===== config.mk =====
export PLATFORM = sky130hd
export DESIGN_NAME = bump_detour_drive_sequencer_top
export DESIGN_NICKNAME = d
export VERILOG_FILES = /design/src/rtl/bdds_pkg.sv /design/src/rtl/bump_detour_drive_sequencer_top.sv
export SDC_FILE = /design/constraint.sdc
export NUM_CORES = 1
export LEC_CHECK = 0
export ABC_AREA = 1
export BUFFER_PORTS_ARGS = -buffer_cell sky130_fd_sc_hd__buf_4
export CAP_MARGIN = 20
export CORE_MARGIN = 1
export CORE_UTILIZATION = 55
export CTS_CLUSTER_DIAMETER = 120
export DETAILED_ROUTE_END_ITERATION = 10
export GPL_ROUTABILITY_DRIVEN = 1
export PLACE_DENSITY = 0.78
export SLEW_MARGIN = 10
export SYNTH_ARGS = -nofsm -noshare
export SYNTH_HDL_FRONTEND = slang
export SYNTH_SLANG_ARGS = --single-unit

===== constraint.sdc =====
create_clock -name clock -period 6.1 [get_ports clock]
set_input_delay 1.22 -clock clock [delete_from_list [all_inputs] [get_ports clock]]
set_output_delay 1.22 -clock clock [all_outputs]
set_load 0.005 [all_outputs]

===== src/rtl/bdds_pkg.sv =====
// Types and constants for the bump detour drive sequencer.
// No dependencies; used by the top level and its checker.
package bdds_pkg;

   typedef enum logic [2:0] {
      PH_IDLE      = 3'd0,
      PH_CRUISE    = 3'd1,
      PH_BACKOFF   = 3'd2,
      PH_TURN_AWAY = 3'd3,
      PH_SIDESTEP  = 3'd4,
      PH_TURN_BACK = 3'd5
   } phase_type;

   // transaction codes on req_operation
   localparam logic OP_START = 1'b0;
   localparam logic OP_TICK  = 1'b1;

   localparam int CSR_ADDR_W = 5;

   // register index (paddr[4:2])
   localparam logic [2:0] REG_CRUISE_SPEED   = 3'd0;
   localparam logic [2:0] REG_MANEUVER_SPEED = 3'd1;
   localparam logic [2:0] REG_BACKOFF_DIST   = 3'd2;
   localparam logic [2:0] REG_SIDESTEP_DIST  = 3'd3;
   localparam logic [2:0] REG_TURN_AMOUNT    = 3'd4;
   localparam logic [2:0] REG_DETOUR_CREDIT  = 3'd5;

   localparam logic [8:0] RST_CRUISE_SPEED   = 9'd200;
   localparam logic [8:0] RST_MANEUVER_SPEED = 9'd100;
   localparam logic [9:0] RST_BACKOFF_DIST   = 10'd150;
   localparam logic [9:0] RST_SIDESTEP_DIST  = 10'd250;
   localparam logic [8:0] RST_TURN_AMOUNT    = 9'd90;
   localparam logic [9:0] RST_DETOUR_CREDIT  = 10'd150;

   localparam logic [16:0] GOAL_MAX = 17'h1FFFF;

endpackage


===== src/rtl/bump_detour_drive_sequencer_top.sv =====
// Bump detour drive sequencer, top level.
// Depends on bdds_pkg.
//
// Drive sequencer for a two-wheel base. A start transaction (operation 0)
// arms a drive of target_mm millimetres; each sensor tick (operation 1)
// accumulates odometry and returns the wheel speeds in force after the tick,
// the phase, and a done flag. A bump while cruising runs a detour (back off,
// turn away from the bumped side, sidestep, turn back) and then cruises
// toward the old goal plus detour_credit minus what was covered; left bump
// wins over right. Every transaction gives exactly one result.
// Rate: one transaction per clock while rsp_stall is low. A transaction goes
// through an input register, then one add/saturate/compare pass that updates
// the drive state and loads the result register. The state feedback loop
// (one saturating add and compare) sets the per-item cost. req_stall rises
// only when both the input and result registers are full and rsp_stall is
// high. Configuration must be written through the APB-style port while the
// block is idle (not enforced); pready is tied high, reads are combinational.
module bump_detour_drive_sequencer_top (
   input  logic                           clock,
   input  logic                           reset,
   // request channel
   input  logic                           req_valid,
   output logic                           req_stall,
   input  logic                           req_operation,
   input  logic [15:0]                    req_target_mm,
   input  logic signed [10:0]             req_distance_delta,
   input  logic signed [9:0]              req_angle_delta,
   input  logic                           req_bump_left,
   input  logic                           req_bump_right,
   // response channel
   output logic                           rsp_valid,
   input  logic                           rsp_stall,
   output logic signed [9:0]              rsp_right_speed,
   output logic signed [9:0]              rsp_left_speed,
   output logic [2:0]                     rsp_phase,
   output logic                           rsp_done_res,
   // configuration port
   input  logic                           psel,
   input  logic                           penable,
   input  logic                           pwrite,
   input  logic [bdds_pkg::CSR_ADDR_W-1:0] paddr,
   input  logic [31:0]                    pwdata,
   output logic [31:0]                    prdata,
   output logic                           pready
);

   // ---------------- configuration registers ----------------
   logic [8:0] cruise_speed_ff, maneuver_speed_ff, turn_amount_ff;
   logic [9:0] backoff_dist_ff, sidestep_dist_ff, detour_credit_ff;
   logic       csr_wr;
   logic [2:0] csr_idx;

   assign pready  = 1'b1;
   assign csr_wr  = psel & penable & pwrite;
   assign csr_idx = paddr[4:2];

   always_ff @(posedge clock) begin
      if (reset) begin
         cruise_speed_ff   <= bdds_pkg::RST_CRUISE_SPEED;
         maneuver_speed_ff <= bdds_pkg::RST_MANEUVER_SPEED;
         backoff_dist_ff   <= bdds_pkg::RST_BACKOFF_DIST;
         sidestep_dist_ff  <= bdds_pkg::RST_SIDESTEP_DIST;
         turn_amount_ff    <= bdds_pkg::RST_TURN_AMOUNT;
         detour_credit_ff  <= bdds_pkg::RST_DETOUR_CREDIT;
      end else if (csr_wr) begin
         case (csr_idx)
            bdds_pkg::REG_CRUISE_SPEED:   cruise_speed_ff   <= pwdata[8:0];
            bdds_pkg::REG_MANEUVER_SPEED: maneuver_speed_ff <= pwdata[8:0];
            bdds_pkg::REG_BACKOFF_DIST:   backoff_dist_ff   <= pwdata[9:0];
            bdds_pkg::REG_SIDESTEP_DIST:  sidestep_dist_ff  <= pwdata[9:0];
            bdds_pkg::REG_TURN_AMOUNT:    turn_amount_ff    <= pwdata[8:0];
            bdds_pkg::REG_DETOUR_CREDIT:  detour_credit_ff  <= pwdata[9:0];
            default: ;
         endcase
      end
   end

   always_comb begin
      case (csr_idx)
         bdds_pkg::REG_CRUISE_SPEED:   prdata = {23'd0, cruise_speed_ff};
         bdds_pkg::REG_MANEUVER_SPEED: prdata = {23'd0, maneuver_speed_ff};
         bdds_pkg::REG_BACKOFF_DIST:   prdata = {22'd0, backoff_dist_ff};
         bdds_pkg::REG_SIDESTEP_DIST:  prdata = {22'd0, sidestep_dist_ff};
         bdds_pkg::REG_TURN_AMOUNT:    prdata = {23'd0, turn_amount_ff};
         bdds_pkg::REG_DETOUR_CREDIT:  prdata = {22'd0, detour_credit_ff};
         default:                      prdata = 32'd0;
      endcase
   end

   // ---------------- flow control ----------------
   // Input register (s1) feeds the result register; the result register
   // frees up whenever it is empty or its transaction is taken.
   logic s1_valid_ff, s1_valid_in;
   logic rsp_valid_ff, rsp_valid_in;
   logic advance;
   logic req_take;

   assign advance   = ~rsp_valid_ff | ~rsp_stall;
   assign req_stall = s1_valid_ff & ~advance;
   assign req_take  = req_valid & ~req_stall;

   assign s1_valid_in  = req_take | (s1_valid_ff & ~advance);
   assign rsp_valid_in = advance ? s1_valid_ff : rsp_valid_ff;

   always_ff @(posedge clock) begin
      if (reset) begin
         s1_valid_ff  <= 1'b0;
         rsp_valid_ff <= 1'b0;
      end else begin
         s1_valid_ff  <= s1_valid_in;
         rsp_valid_ff <= rsp_valid_in;
      end
   end

   // input register payload
   logic               s1_op_ff;
   logic [15:0]        s1_target_ff;
   logic signed [10:0] s1_dd_ff;
   logic signed [9:0]  s1_da_ff;
   logic               s1_bl_ff, s1_br_ff;

   always_ff @(posedge clock) begin
      if (req_take) begin
         s1_op_ff     <= req_operation;
         s1_target_ff <= req_target_mm;
         s1_dd_ff     <= req_distance_delta;
         s1_da_ff     <= req_angle_delta;
         s1_bl_ff     <= req_bump_left;
         s1_br_ff     <= req_bump_right;
      end
   end

   // ---------------- drive state ----------------
   bdds_pkg::phase_type phase_ff, phase_in;
   logic signed [17:0]  sum_ff, sum_in;
   logic [16:0]         goal_ff, goal_in;
   logic signed [10:0]  turn_ff, turn_in;
   logic                side_ff, side_in;   // 0: left bump, 1: right bump
   logic                done_in;
   logic                state_upd;

   assign state_upd = s1_valid_ff & advance;

   always_ff @(posedge clock) begin
      if (reset) begin
         phase_ff <= bdds_pkg::PH_IDLE;
         sum_ff   <= '0;
         goal_ff  <= '0;
         turn_ff  <= '0;
         side_ff  <= 1'b0;
      end else if (state_upd) begin
         phase_ff <= phase_in;
         sum_ff   <= sum_in;
         goal_ff  <= goal_in;
         turn_ff  <= turn_in;
         side_ff  <= side_in;
      end
   end

   // saturating distance accumulate
   logic signed [18:0] sum_wide;
   logic signed [17:0] sum_tick;
   assign sum_wide = 19'(sum_ff) + 19'(s1_dd_ff);
   always_comb begin
      if (sum_wide[18] != sum_wide[17])
         sum_tick = sum_wide[18] ? {1'b1, 17'd0} : {1'b0, {17{1'b1}}};
      else
         sum_tick = sum_wide[17:0];
   end

   // retarget at a bump: goal + credit - travelled, clamped to 0..GOAL_MAX
   logic signed [19:0] goal_wide;
   logic [16:0]        goal_retarget;
   assign goal_wide = $signed({3'd0, goal_ff}) + $signed({10'd0, detour_credit_ff})
                      - 20'(sum_tick);
   always_comb begin
      if (goal_wide[19])
         goal_retarget = '0;
      else if (goal_wide[18:17] != 2'b00)
         goal_retarget = bdds_pkg::GOAL_MAX;
      else
         goal_retarget = goal_wide[16:0];
   end

   // turn bookkeeping: anticlockwise turns count down by angle_delta
   logic               turn_anti;
   logic signed [11:0] turn_wide;
   logic signed [10:0] turn_tick;
   assign turn_anti = (phase_ff == bdds_pkg::PH_TURN_AWAY) == (side_ff == 1'b0);
   assign turn_wide = turn_anti ? 12'(turn_ff) - 12'(s1_da_ff)
                                : 12'(turn_ff) + 12'(s1_da_ff);
   always_comb begin
      if (turn_wide[11] != turn_wide[10])
         turn_tick = turn_wide[11] ? {1'b1, 10'd0} : {1'b0, {10{1'b1}}};
      else
         turn_tick = turn_wide[10:0];
   end

   logic signed [17:0] backoff_limit;
   assign backoff_limit = 18'sd0 - $signed({8'd0, backoff_dist_ff});

   bdds_pkg::phase_type entry;
   logic                do_enter;

   always_comb begin
      phase_in = phase_ff;
      sum_in   = sum_ff;
      goal_in  = goal_ff;
      turn_in  = turn_ff;
      side_in  = side_ff;
      done_in  = 1'b0;
      do_enter = 1'b0;
      entry    = bdds_pkg::PH_IDLE;

      if (s1_op_ff == bdds_pkg::OP_START) begin
         // start (also restarts a busy drive)
         goal_in  = {1'b0, s1_target_ff};
         do_enter = 1'b1;
         entry    = bdds_pkg::PH_CRUISE;
      end else begin
         case (phase_ff)
            bdds_pkg::PH_CRUISE: begin
               sum_in = sum_tick;
               if (s1_bl_ff | s1_br_ff) begin
                  side_in  = ~s1_bl_ff;
                  goal_in  = goal_retarget;
                  do_enter = 1'b1;
                  entry    = bdds_pkg::PH_BACKOFF;
               end else if (sum_tick >= $signed({1'b0, goal_ff})) begin
                  phase_in = bdds_pkg::PH_IDLE;
                  done_in  = 1'b1;
               end
            end
            bdds_pkg::PH_BACKOFF: begin
               sum_in = sum_tick;
               if (sum_tick <= backoff_limit) begin
                  do_enter = 1'b1;
                  entry    = bdds_pkg::PH_TURN_AWAY;
               end
            end
            bdds_pkg::PH_SIDESTEP: begin
               sum_in = sum_tick;
               if (sum_tick >= $signed({8'd0, sidestep_dist_ff})) begin
                  do_enter = 1'b1;
                  entry    = bdds_pkg::PH_TURN_BACK;
               end
            end
            bdds_pkg::PH_TURN_AWAY, bdds_pkg::PH_TURN_BACK: begin
               turn_in = turn_tick;
               if (turn_tick <= 11'sd0) begin
                  do_enter = 1'b1;
                  entry    = (phase_ff == bdds_pkg::PH_TURN_AWAY) ?
                             bdds_pkg::PH_SIDESTEP : bdds_pkg::PH_CRUISE;
               end
            end
            default: phase_in = bdds_pkg::PH_IDLE;
         endcase
      end

      // Phase entry: each phase resets its counter and falls through to
      // the next one when its length is already met.
      if (do_enter) begin
         phase_in = entry;
         if (phase_in == bdds_pkg::PH_BACKOFF) begin
            sum_in = '0;
            if (backoff_dist_ff == '0) phase_in = bdds_pkg::PH_TURN_AWAY;
         end
         if (phase_in == bdds_pkg::PH_TURN_AWAY) begin
            turn_in = 11'($signed({2'd0, turn_amount_ff}));
            if (turn_amount_ff == '0) phase_in = bdds_pkg::PH_SIDESTEP;
         end
         if (phase_in == bdds_pkg::PH_SIDESTEP) begin
            sum_in = '0;
            if (sidestep_dist_ff == '0) phase_in = bdds_pkg::PH_TURN_BACK;
         end
         if (phase_in == bdds_pkg::PH_TURN_BACK) begin
            turn_in = 11'($signed({2'd0, turn_amount_ff}));
            if (turn_amount_ff == '0) phase_in = bdds_pkg::PH_CRUISE;
         end
         if (phase_in == bdds_pkg::PH_CRUISE) begin
            sum_in = '0;
            if (goal_in == '0) begin
               phase_in = bdds_pkg::PH_IDLE;
               done_in  = 1'b1;
            end
         end
      end
   end

   // ---------------- wheel speeds for the new phase ----------------
   logic signed [9:0] man_pos, man_neg, cruise_pos;
   logic signed [9:0] right_in, left_in;
   logic              out_anti;

   assign man_pos    = $signed({1'b0, maneuver_speed_ff});
   assign man_neg    = 10'sd0 - man_pos;
   assign cruise_pos = $signed({1'b0, cruise_speed_ff});
   assign out_anti   = (phase_in == bdds_pkg::PH_TURN_AWAY) == (side_in == 1'b0);

   always_comb begin
      case (phase_in)
         bdds_pkg::PH_CRUISE: begin
            right_in = cruise_pos;
            left_in  = cruise_pos;
         end
         bdds_pkg::PH_BACKOFF: begin
            right_in = man_neg;
            left_in  = man_neg;
         end
         bdds_pkg::PH_SIDESTEP: begin
            right_in = man_pos;
            left_in  = man_pos;
         end
         bdds_pkg::PH_TURN_AWAY, bdds_pkg::PH_TURN_BACK: begin
            right_in = out_anti ? man_pos : man_neg;
            left_in  = out_anti ? man_neg : man_pos;
         end
         default: begin
            right_in = '0;
            left_in  = '0;
         end
      endcase
   end

   // ---------------- result register ----------------
   logic signed [9:0] rsp_right_ff, rsp_left_ff;
   logic [2:0]        rsp_phase_ff;
   logic              rsp_done_ff;

   always_ff @(posedge clock) begin
      if (state_upd) begin
         rsp_right_ff <= right_in;
         rsp_left_ff  <= left_in;
         rsp_phase_ff <= 3'(phase_in);
         rsp_done_ff  <= done_in;
      end
   end

   assign rsp_valid       = rsp_valid_ff;
   assign rsp_right_speed = rsp_right_ff;
   assign rsp_left_speed  = rsp_left_ff;
   assign rsp_phase       = rsp_phase_ff;
   assign rsp_done_res    = rsp_done_ff;

endmodule


### Word level (Yosys, flattened, before mapping)

Cells that the tools add are included.

* flip-flop bits (word level): 173
* logic and storage cells: 157
* output and inout bits: 59
* bits of input ports: 84

* order comparisons: 4
* bitwise gates (word level): 15
* equal/unequal tests: 24
* reduce and logical (&&, ||, !) cells: 16
* mux-type cells: 68
* add/sub/neg operators: 7

Operator list (number)
* $mux 18: 8
* $mux 17: 5
* $pmux 10 s4: 2
* $mux 11: 7
* $mux 3: 22
* $pmux 10 s6: 1
* $eq 3x2->1 const B: 8
* $eq 3x3->1 const B: 8
* $logic_not 10->1: 2
* $mux 10: 2
* $sub 19x18->20: 1
* $add 18x11->19: 1
* $add 17x10->18: 1
* $ge 18x11->1: 1
* $ge 18x18->1: 1
* $le 18x11->1: 1
* $logic_not 17->1: 1
* $mux 1: 15
* $add 11x10->12: 1
* $eq 3x1->1 const B: 4
* $mux 12: 1
* $pmux 3 s4: 1
* $reduce_and 2->1: 6
* $sub 11x10->12: 1
* other kinds (17): 33

### Depth between registers and ports, before layout

Gate-level depths: netlist of run 1.

* depth after elaboration: 28
* gate-level depth with buffers: 45
* gate-level depth less buffers: 43

### Least setup slack after synthesis of run 1

No wires, ideal clock.

* path type: reg2reg
* start: register s1_dd_ff[10]
* end: register rsp_left_ff[7], in the netlist rsp_left_speed[7] (data pin)
* period minus slack after synthesis: 5790 ps
* arrival: 5535 ps
* stages on the path, launching flop included: 43
* data required time: 5845 ps
* path slack: 310 ps
* cells stage by stage: edfxtp_1 ha_1 a21oi_1 o21ai_0 a21oi_1 nand2_1 a21oi_1 o21bai_1 xor2_1 inv_1 ha_1 inv_1 clkbuf_1 nand3b_1 nand2_1 inv_1 ha_1 nand2_1 [... 7 more ...] nor2_4 buf_4 nand2_1 nand2_1 nand2_1 o21ai_1 nand2_1 nor2_1 nand2_1 nor2_1 nand2_1 nand2_2 o211ai_4 nand4_4 buf_2 nand3_1 nand3_1 nand2_1

* longest elaborated chain between the ends: 26
* elaborated cells on any way between the ends: 56
* those cells by class: add/sub (2); order compare (3); eq/ne (12); mux (36); reduce/logical (3)

Ends and longest elaborated chain
* from (decl): line bump_detour_drive_sequencer_top.sv:118 `logic signed [10:0] s1_dd_ff;`
* from (signal assigned): line bump_detour_drive_sequencer_top.sv:126 `s1_dd_ff <= req_distance_delta;`
* $add 18x11->19 (*): line bump_detour_drive_sequencer_top.sv:163 `assign sum_wide = 19'(sum_ff) + 19'(s1_dd_ff);`
* $mux 18 / $ne 1x1->1 (equally long branches): line bump_detour_drive_sequencer_top.sv:166, bump_detour_drive_sequencer_top.sv:165
* $mux 18 (*): line bump_detour_drive_sequencer_top.sv:165 `if (sum_wide[18] != sum_wide[17])`
* $ge 18x11->1 / $le 18x11->1 (equally long branches): line bump_detour_drive_sequencer_top.sv:243, bump_detour_drive_sequencer_top.sv:236
* $mux 3 / $mux 2 (equally long branches): line bump_detour_drive_sequencer_top.sv:243, bump_detour_drive_sequencer_top.sv:236
* $pmux 3 s4: line bump_detour_drive_sequencer_top.sv:221 `case (phase_ff)`
* $mux 3: line bump_detour_drive_sequencer_top.sv:215 `if (s1_op_ff == bdds_pkg::OP_START) begin`
* $eq 3x2->1 / $mux 3 (equally long branches): line bump_detour_drive_sequencer_top.sv:264, bump_detour_drive_sequencer_top.sv:266
* [... 11 more ...]
* $eq 3x1->1 / $mux 3 (equally long branches): line bump_detour_drive_sequencer_top.sv:280, bump_detour_drive_sequencer_top.sv:282
* $mux 3: line bump_detour_drive_sequencer_top.sv:280 `if (phase_in == bdds_pkg::PH_CRUISE) begin`
* $mux 3 (*): line bump_detour_drive_sequencer_top.sv:262 `if (do_enter) begin`
* $eq 3x2->1: line bump_detour_drive_sequencer_top.sv:298, bump_detour_drive_sequencer_top.sv:301
* $eq 1x1->1: line bump_detour_drive_sequencer_top.sv:298 `assign out_anti = (phase_in == bdds_pkg::PH_TURN_AWAY) == (side_in == 1'b0);`
* $mux 10: line bump_detour_drive_sequencer_top.sv:316 `left_in = out_anti ? man_neg : man_pos;`
* $pmux 10 s4 (*): line bump_detour_drive_sequencer_top.sv:301 `case (phase_in)`
* via left_in[7]: line bump_detour_drive_sequencer_top.sv:292 `logic signed [9:0] right_in, left_in;`
* to (signal assigned): line bump_detour_drive_sequencer_top.sv:333 `rsp_left_ff <= left_in;`
* to (decl): line bump_detour_drive_sequencer_top.sv:326 `logic signed [9:0] rsp_right_ff, rsp_left_ff;`

The timed path passes the listed nets; every way through them passes the cells marked *. The select of a mux whose other input is x is not followed.
A chain may end at the register's enable or synchronous reset.

### Worst setup path after layout of run 1

* start: register s1_dd_ff[10]
* end: register rsp_right_ff[9], in the netlist rsp_right_speed[9] (data pin)

* longest elaborated chain between the ends: 26
* elaborated cells on any way between the ends: 56
* those cells by class: add/sub (2); order compare (3); eq/ne (12); mux (36); reduce/logical (3)

Ends and longest elaborated chain
* $add 18x11->19 (*): line bump_detour_drive_sequencer_top.sv:163
* $mux 18 / $ne 1x1->1 (equally long branches): line bump_detour_drive_sequencer_top.sv:166, bump_detour_drive_sequencer_top.sv:165
* $mux 18 (*): line bump_detour_drive_sequencer_top.sv:165
* $ge 18x11->1 / $le 18x11->1 (equally long branches): line bump_detour_drive_sequencer_top.sv:243, bump_detour_drive_sequencer_top.sv:236
* $mux 3 / $mux 2 (equally long branches): line bump_detour_drive_sequencer_top.sv:243, bump_detour_drive_sequencer_top.sv:236
* $pmux 3 s4: line bump_detour_drive_sequencer_top.sv:221
* $mux 3: line bump_detour_drive_sequencer_top.sv:215
* $eq 3x2->1 / $mux 3 (equally long branches): line bump_detour_drive_sequencer_top.sv:264, bump_detour_drive_sequencer_top.sv:266
* [... 11 more ...]
* $eq 3x1->1 / $mux 3 (equally long branches): line bump_detour_drive_sequencer_top.sv:280, bump_detour_drive_sequencer_top.sv:282
* $mux 3: line bump_detour_drive_sequencer_top.sv:280
* $mux 3 (*): line bump_detour_drive_sequencer_top.sv:262
* $eq 3x2->1: line bump_detour_drive_sequencer_top.sv:298, bump_detour_drive_sequencer_top.sv:301
* $eq 1x1->1: line bump_detour_drive_sequencer_top.sv:298
* $mux 10: line bump_detour_drive_sequencer_top.sv:315 `right_in = out_anti ? man_pos : man_neg;`
* $pmux 10 s4 (*): line bump_detour_drive_sequencer_top.sv:301
* via right_in[9]: line bump_detour_drive_sequencer_top.sv:292
* to (signal assigned): line bump_detour_drive_sequencer_top.sv:332 `rsp_right_ff <= right_in;`
* to (decl): line bump_detour_drive_sequencer_top.sv:326

Marked as above.

==> flow_summary.json, run 1 <==
{
  "critPathLaunchType": "register",
  "nets": 2247,
  "drcViolationCount": 0,
  "synth_edf_count": 63,
  "antenna_left": 0,
  "setup_viol": 14,
  "htree_levels": 4,
  "setup_tns_ns": -0.152,
  "initial_core_util_pct": 55.8,
  "first_pass_iters": 6,
  "layout_common_cells": "327 x nand2_1, 262 x buf_4, 194 x inv_1",
  "ys_seq_elements": 172,
  "hold_viol_final": 0,
  "synth_top_flop_cell": "dfxtp_1",
  "slew_violations": 0,
  "min_period_ns": 6.13,
  "r2r-start": "s1_dd_ff[10]",
  "core_um2": 23400,
  "path_class": "reg -> reg",
  "post_drt_wl_per_cell_um": 17.0,
  "clockRootBuffer": "clkbuf_16",
  "ir_drop_v": 0.000171,
  "drv_cap": 0,
  "rsz0062_at_grt": "yes",
  "ys_types": 61,
  "syn_area_per_cell_um2": 7.32,
  "final_common_cell": "nand2_1",
  "violations": "negative setup slack",
  "hpwl_um": 28100,
  "port-buffer-count": 95,
  "cts.hold.buffers_added": 0,
  "die_x_um": 156,
  "finalClockSkew_ns": 0.0197,
  "synth.area.top_cells": "dfxtp_1 17%, edfxtp_1 14%, ha_1 11%, nand2_1 10%, a21oi_1 6.7%",
  "synth_area_leader_cell": "dfxtp_1",
  "required_ns": 6.40,
  "n_antenna_cell": 0,
  "crit_fanout": 18,
  "ys_seq_area_share_pct": 31.2,
  "avgViaCountPerCell": 5.78,
  "whs_ns": 0.470,
  "cts.path.max_buffers": 2,
  "grt_pass1_wl_um": 61700,
  "grt_max_degree": 77,
  "drtIter0Drc": 1403,
  "p_leak_nw": 7.99,
  "grt-ovfl-total": 0,
  "num_rows": 56,
  "crit_start": "s1_dd_ff[10]",
  "layout-drive-gt1-share_pct": 27.8,
  "ys.warnings.count": 0,
  "fmax_mhz": 163,
  "reg2reg_slack_ns": -0.03,
  "num_vias": 13772,
  "fin_ws_ns": -0.0328,
  "critPathCaptureType": "register",
  "yosys.area.top_type_share_pct": 16.7,
  "cts_tree": "built",
  "antenna_found_initial": 0,
  "critPathMaxStageDelay_ns": 0.51,
  "syn_inst": 1785,
  "grt.total_usage_pct": 31.8,
  "async_reset_ff_share_pct": 0,
  "netlist_area_um2": 13100,
  "slowest_stage": "edfxtp_1",
  "cts_buffers": 17,
  "timing.final.crit_share_pct": 101,
  "outcome": "complete, but fails checks",
  "ios": 143,
  "dieArea_um2": 24400,
  "finish.utilization_pct": 73.3,
  "crit_path_frequent_cell": "nand2_1",
  "clkTransAtPathRegs_ns": 0.08,
  "grt_pass1_vias": 12410,
  "clkSinkCount": 172,
  "hold_path_startpoint": "turn_ff[0]",
  "power_density_nw_per_um2": 304,
  "dieHeight_um": 156,
  "critPathArrivalTime_ns": 6.44,
  "tightest_slew_ns": 1.18,
  "min_path_type": "reg -> reg",
  "syn_to_final_growth_pct": 31.3,
  "gp_congestion": 0.986,
  "relSlewSlack_pct": 20.5,
  "power_mw": 5.21,
  "insertion_delay_ns": 0.45,
  "dp_slack_ns": -0.368,
  "wl_um": 40500
}
## timing repair
action | CTS | global route
endpoints found under the setup margin | 51 | 52
pin swaps | 25 | 66
hold endpoints to repair | 0 | 0
gates cloned | 5 | 2
gates resized for setup | 60 | 191
setup buffers | 13 | 17
## registers in the layout, summed over array words and instances, names as in the netlist
register           flops
backoff_dist_ff       10
cruise_speed_ff        9
detour_credit_ff      10
goal_ff               17
maneuver_speed_ff      9
phase_ff               3
rsp_done_res           1
rsp_left_speed         9
rsp_phase              3
rsp_right_speed       10
rsp_valid              1
s1_bl_ff               1
s1_br_ff               1
s1_da_ff              10
s1_dd_ff              11
s1_op_ff               1
s1_target_ff          16
s1_valid_ff            1
side_ff                1
sidestep_dist_ff      10
sum_ff                18
turn_amount_ff         9
turn_ff               11
## cell families after synthesis
logic type / share of synthesized area, %
simple gates: 24.6
compound gates: 19.6
buf+inv: 9.75
flops: 31.2
fa+ha+maj: 11.1
xor+xnor: 3.69
other cells: 0.0575
## worst paths after layout
kind / cells past startpoint / to
hold reg to reg: 2 / turn_ff[0]
setup reg to reg: 43 / rsp_right_speed[9]
hold / removal: 2 / turn_ff[0]
setup / recovery: 43 / rsp_right_speed[9]
## area by class of cell
| type | instances | area [um2] |
|---|---|---|
| sequential | 172 | 4080 |
| multi-input combinational | 1344 | 8840 |
| clock inverter | 15 | 201 |
| timing repair buffer | 290 | 2360 |
| fill | 1743 | 6250 |
| inverter | 224 | 856 |
| clock buffer | 17 | 425 |
| tap | 319 | 399 |
## cells in the mapped netlist, drive strengths merged (2+ instances only)
cell type  number
buf            38
conb            2
or2             8
dfxtp         109
edfxtp         63
nand2         374
o22ai           6
a221oi          7
o21ai         160
nand4          22
a22oi           4
a31oi           5
a21oi         185
xor2           45
inv           218
nor3           21
fa              4
o221ai          7
o2111ai         3
o21a            2
o211ai         42
clkinv          6
a21o            6
nand3b          3
clkbuf         34
xnor2          10
o21bai          7
nor4            6
nor2          130
nand3         139
ha            110
## routing by layer
metal / GRT usage [%] / vias up / part of all wire, %
met5: 0 / - / 0
met4: 9.71 / 0 / 2.7
met3: 6.78 / 128 / 10
met2: 51.3 / 721 / 45
met1: 42.5 / 6338 / 42
li1: - / 6585 / -
## where the power goes
part | internal (mW) | switching [mW] | leakage (nW)
clock | 0.571 | 0.598 | 0.303
combinational | 1.24 | 1.51 | 6.19
sequential | 1.25 | 0.0506 | 1.50
total | 3.06 | 2.16 | 7.99
## critical path: cells and delay by family, from the launching register on
family | cells | cell delay (ns)
fa+ha+maj | 3 | 0.86
simple gates | 24 | 2.49
compound gates | 7 | 0.91
buf+inv | 8 | 0.98
flops | 1 | 0.51
xor+xnor | 1 | 0.20
## stage by stage
step	cells	cell area (um2)
after global placement	2310	15100
after detailed placement	2310	15100
final	2381	17200
after global routing	2381	17200
after floorplan	1806	13100
after CTS	2360	16200
Power figures use the tool's default switching activity.
==> run 2, diff against run 1 <==
--- a/config.mk
+++ b/config.mk
@@ -5,7 +5,7 @@
 export SDC_FILE = /design/constraint.sdc
 export NUM_CORES = 1
 export LEC_CHECK = 0
-export ABC_AREA = 1
+export ABC_AREA = 0
 export BUFFER_PORTS_ARGS = -buffer_cell sky130_fd_sc_hd__buf_4
 export CAP_MARGIN = 20
 export CORE_MARGIN = 1
==> run 2 against run 1 <==
Compared with the run above:
- die area grew 2.3%
- highest routed layer unchanged
- worst hold slack improved by 0.016 ns
- via count increased by 2.6%
- power decreased by 28%
- critical endpoint is now rsp_left_speed[5]
- the flow still finishes with violations (negative setup slack)
- flip-flop and latch count unchanged
- critical path depth is 15 lower
- largest power group unchanged
==> flow_summary.json, run 2 <==
{
  "htree_levels": 4,
  "multiInputGateArea_um2": 9430,
  "crit_fanout": 7,
  "wl_um": 45600,
  "initial_core_util_pct": 56.5,
  "die_x_um": 158,
  "wl_met3_um": 4540,
  "grt.total_usage_pct": 35.0,
  "syn_inst": 1605,
  "avgViaCountPerCell": 6.28,
  "fmax_mhz": 145,
  "slew_violations": 0,
  "dp_slack_ns": -0.974,
  "antenna_found_initial": 1,
  "reg_top3": "sum_ff x18, goal_ff x17, s1_target_ff x16",
  "combPwrFrac_pct": 35.2,
  "finalClockSkew_ns": 0.0162,
  "netlist_area_um2": 13400,
  "ys_top_cells_by_count": "162 x nor2_1, 123 x nand2_1, 110 x ha_1, 109 x dfxtp_1, 104 x a21oi_1",
  "ys.warnings.count": 0,
  "required_ns": 6.29,
  "min_period_ns": 6.92,
  "synth.area.top_cells": "dfxtp_1 16%, edfxtp_1 14%, ha_1 10%, nor2_1 4.5%, mux2i_1 4.4%",
  "clkTransAtPathRegs_ns": 0.08,
  "ys_seq_elements": 172,
  "p_sw_share_pct": 35.4,
  "slowest_stage": "or4_4",
  "num_rows": 56,
  "fillers": 1638,
  "gp_congestion": 0.969,
  "p_sw_mw": 1.32,
  "tightest_slew_ns": 1.11,
  "rsz0062_at_grt": "yes",
  "grt-ovfl-total": 0,
  "drcViolationCount": 0,
  "wl_met1_um": 18400,
  "insertion_delay_ns": 0.45,
  "antenna_left": 0,
  "grt_pass1_vias": 13142,
  "synth_top_flop_cell": "dfxtp_1",
  "critPathTopFamily": "compound AO/OA/AOI/OAI gates",
  "setup_tns_ns": -24.42,
  "power_mw": 3.74,
  "layout-drive-gt1-share_pct": 29.0,
  "core_um2": 23700,
  "wl_met2_um": 21100,
  "ir_drop_v": 0.000181,
  "fin_ws_ns": -0.817,
  "relSlewSlack_pct": 25.6,
  "min_path_type": "reg -> reg",
  "finish.utilization_pct": 75.3,
  "drv_cap": 0,
  "clkSinkCount": 172,
  "power_density_nw_per_um2": 210,
  "post_drt_wl_per_cell_um": 20.3,
  "grt_pass1_wl_um": 67800,
  "clkPwrFrac_pct": 30.9,
  "routed.top_layer": "met4",
  "final_common_cell": "buf_4",
  "n_antenna_cell": 0,
  "cts.hold.buffers_added": 0,
  "ys_seq_area_share_pct": 30.5,
  "critPathLaunchType": "register",
  "ios": 143,
  "port-buffer-count": 95,
  "internal_power_mw": 2.42,
  "seq_area_um2": 4070,
  "clockRootBuffer": "clkbuf_16",
  "async_reset_ff_share_pct": 0,
  "critPathCaptureType": "register",
  "layout_common_cells": "352 x buf_4, 161 x nor2_1, 112 x nand2_1",
  "critPathMaxStageDelay_ns": 0.49,
  "yosys.area.top_type_share_pct": 16.3,
  "largest_register_ffs": 18,
  "cts_buffers": 17,
  "outcome": "complete, but fails checks",
  "dieHeight_um": 158,
  "hpwl_um": 31300,
  "syn_area_per_cell_um2": 8.33,
  "cp.buffers_inverters": 6,
  "cts_tree": "built",
  "synth_most_common_cell": "nor2_1",
  "syn_to_final_growth_pct": 33.4,
  "p_seq_share_pct": 33.9,
  "num_vias": 14133,
  "crit_start": "s1_dd_ff[10]",
  "synth_edf_count": 63,
  "p_leak_nw": 7.39,
  "hold_path_startpoint": "turn_ff[5]",
  "drtIter0Drc": 1661,
  "top_register": "sum_ff",
  "synth_area_leader_cell": "dfxtp_1",
  "first_pass_iters": 8,
  "path_class": "reg -> reg",
  "nets": 2116,
  "cts.path.max_buffers": 2,
  "setup_viol": 53,
  "grt_max_degree": 86,
  "dieArea_um2": 24900,
  "r2r-start": "s1_dd_ff[10]",
  "ys_types": 86,
  "critPathArrivalTime_ns": 7.11,
  "hold_viol_final": 0,
  "violations": "negative setup slack",
  "timing.final.crit_share_pct": 113
}
==> run 2: cell count changes after synthesis, moves of 26 or more <==
cell / change
a21oi_1: -70
clkbuf_1: +31
o21ai_0: -36
nor2b_1: +34
xnor2_1: +29
a211o_1: +30
inv_1: -115
nor3_1: +26
mux2i_1: +59
nand2_1: -235
nor2_1: +38
nand3_1: -92
==> run 2: power by group through the flow <==
| stage | clock network [mW] | registers, mW | logic, mW |
|---|---|---|---|
| finish | 1.15 | 1.27 | 1.32 |
| global route | 1.19 | 1.27 | 1.40 |
| CTS | 1.15 | 1.27 | 1.19 |
| detailed placement | 0 | 1.29 | 1.10 |
| global placement | 0 | 1.29 | 1.08 |
| floorplan | 0 | 1.28 | 0.651 |
==> run 2: tightest hold or removal path, delay by kind of cell, from the launching register on <==
kind	cells	cell delay, ns
buf+inv	1	0.06
flops	1	0.32
compound gates	1	0.06
==> run 2: cells by family (layout without fill, tap and decap cells) <==
family / after synthesis / after routing / synth area share, %
AND/OR/NAND/NOR: 512 / 513 / 18.3
flip-flops: 172 / 172 / 30.5
AO/OA/AOI/OAI: 475 / 475 / 24.2
other: 2 / 23 / 0.0562
XOR/XNOR: 65 / 65 / 4.37
adder cells (fa/ha/maj): 114 / 114 / 10.9
buffers and inverters: 199 / 503 / 6.48
multiplexers: 66 / 66 / 5.17
==> run 2: path summary, 6_finish.rpt <==
path,to,slack (ns),cells past startpoint
setup / recovery,rsp_left_speed[5],-0.82,28
hold / removal,turn_ff[5],0.49,2
setup reg to reg,rsp_left_speed[5],-0.82,28
hold reg to reg,turn_ff[5],0.49,2
==> run 2: per-stage QoR <==
stage,hold WS [ns],std cells,instance area [um2]
after floorplan,0.449,1626,13700
after global placement,0.460,2193,16200
after detailed placement,0.473,2193,16200
after CTS,0.485,2240,17400
after global routing,0.496,2250,17800
final,0.486,2250,17800
==> run 2: per-layer routing <==
layer | GRT usage [%] | vias to the layer above
met1 | 45.7 | 6690
met4 | 11.4 | 0
met3 | 6.76 | 139
li1 | - | 6463
met5 | 0 | -
met2 | 57.8 | 841
==> run 2: final cells by class <==
class,instances,area share [%]
Sequential cell,172,22.8
Tap cell,319,2.24
Inverter,97,2.08
Timing Repair Buffer,374,16.4
Multi-Input combinational cell,1256,52.8
Clock buffer,17,2.38
Clock inverter,15,1.17
==> run 2: what timing repair did <==
action,in CTS,in global routing
gates cloned,1,0
pin swaps,18,17
endpoints found under the setup margin,53,60
resized for setup,91,71
setup buffers,14,9
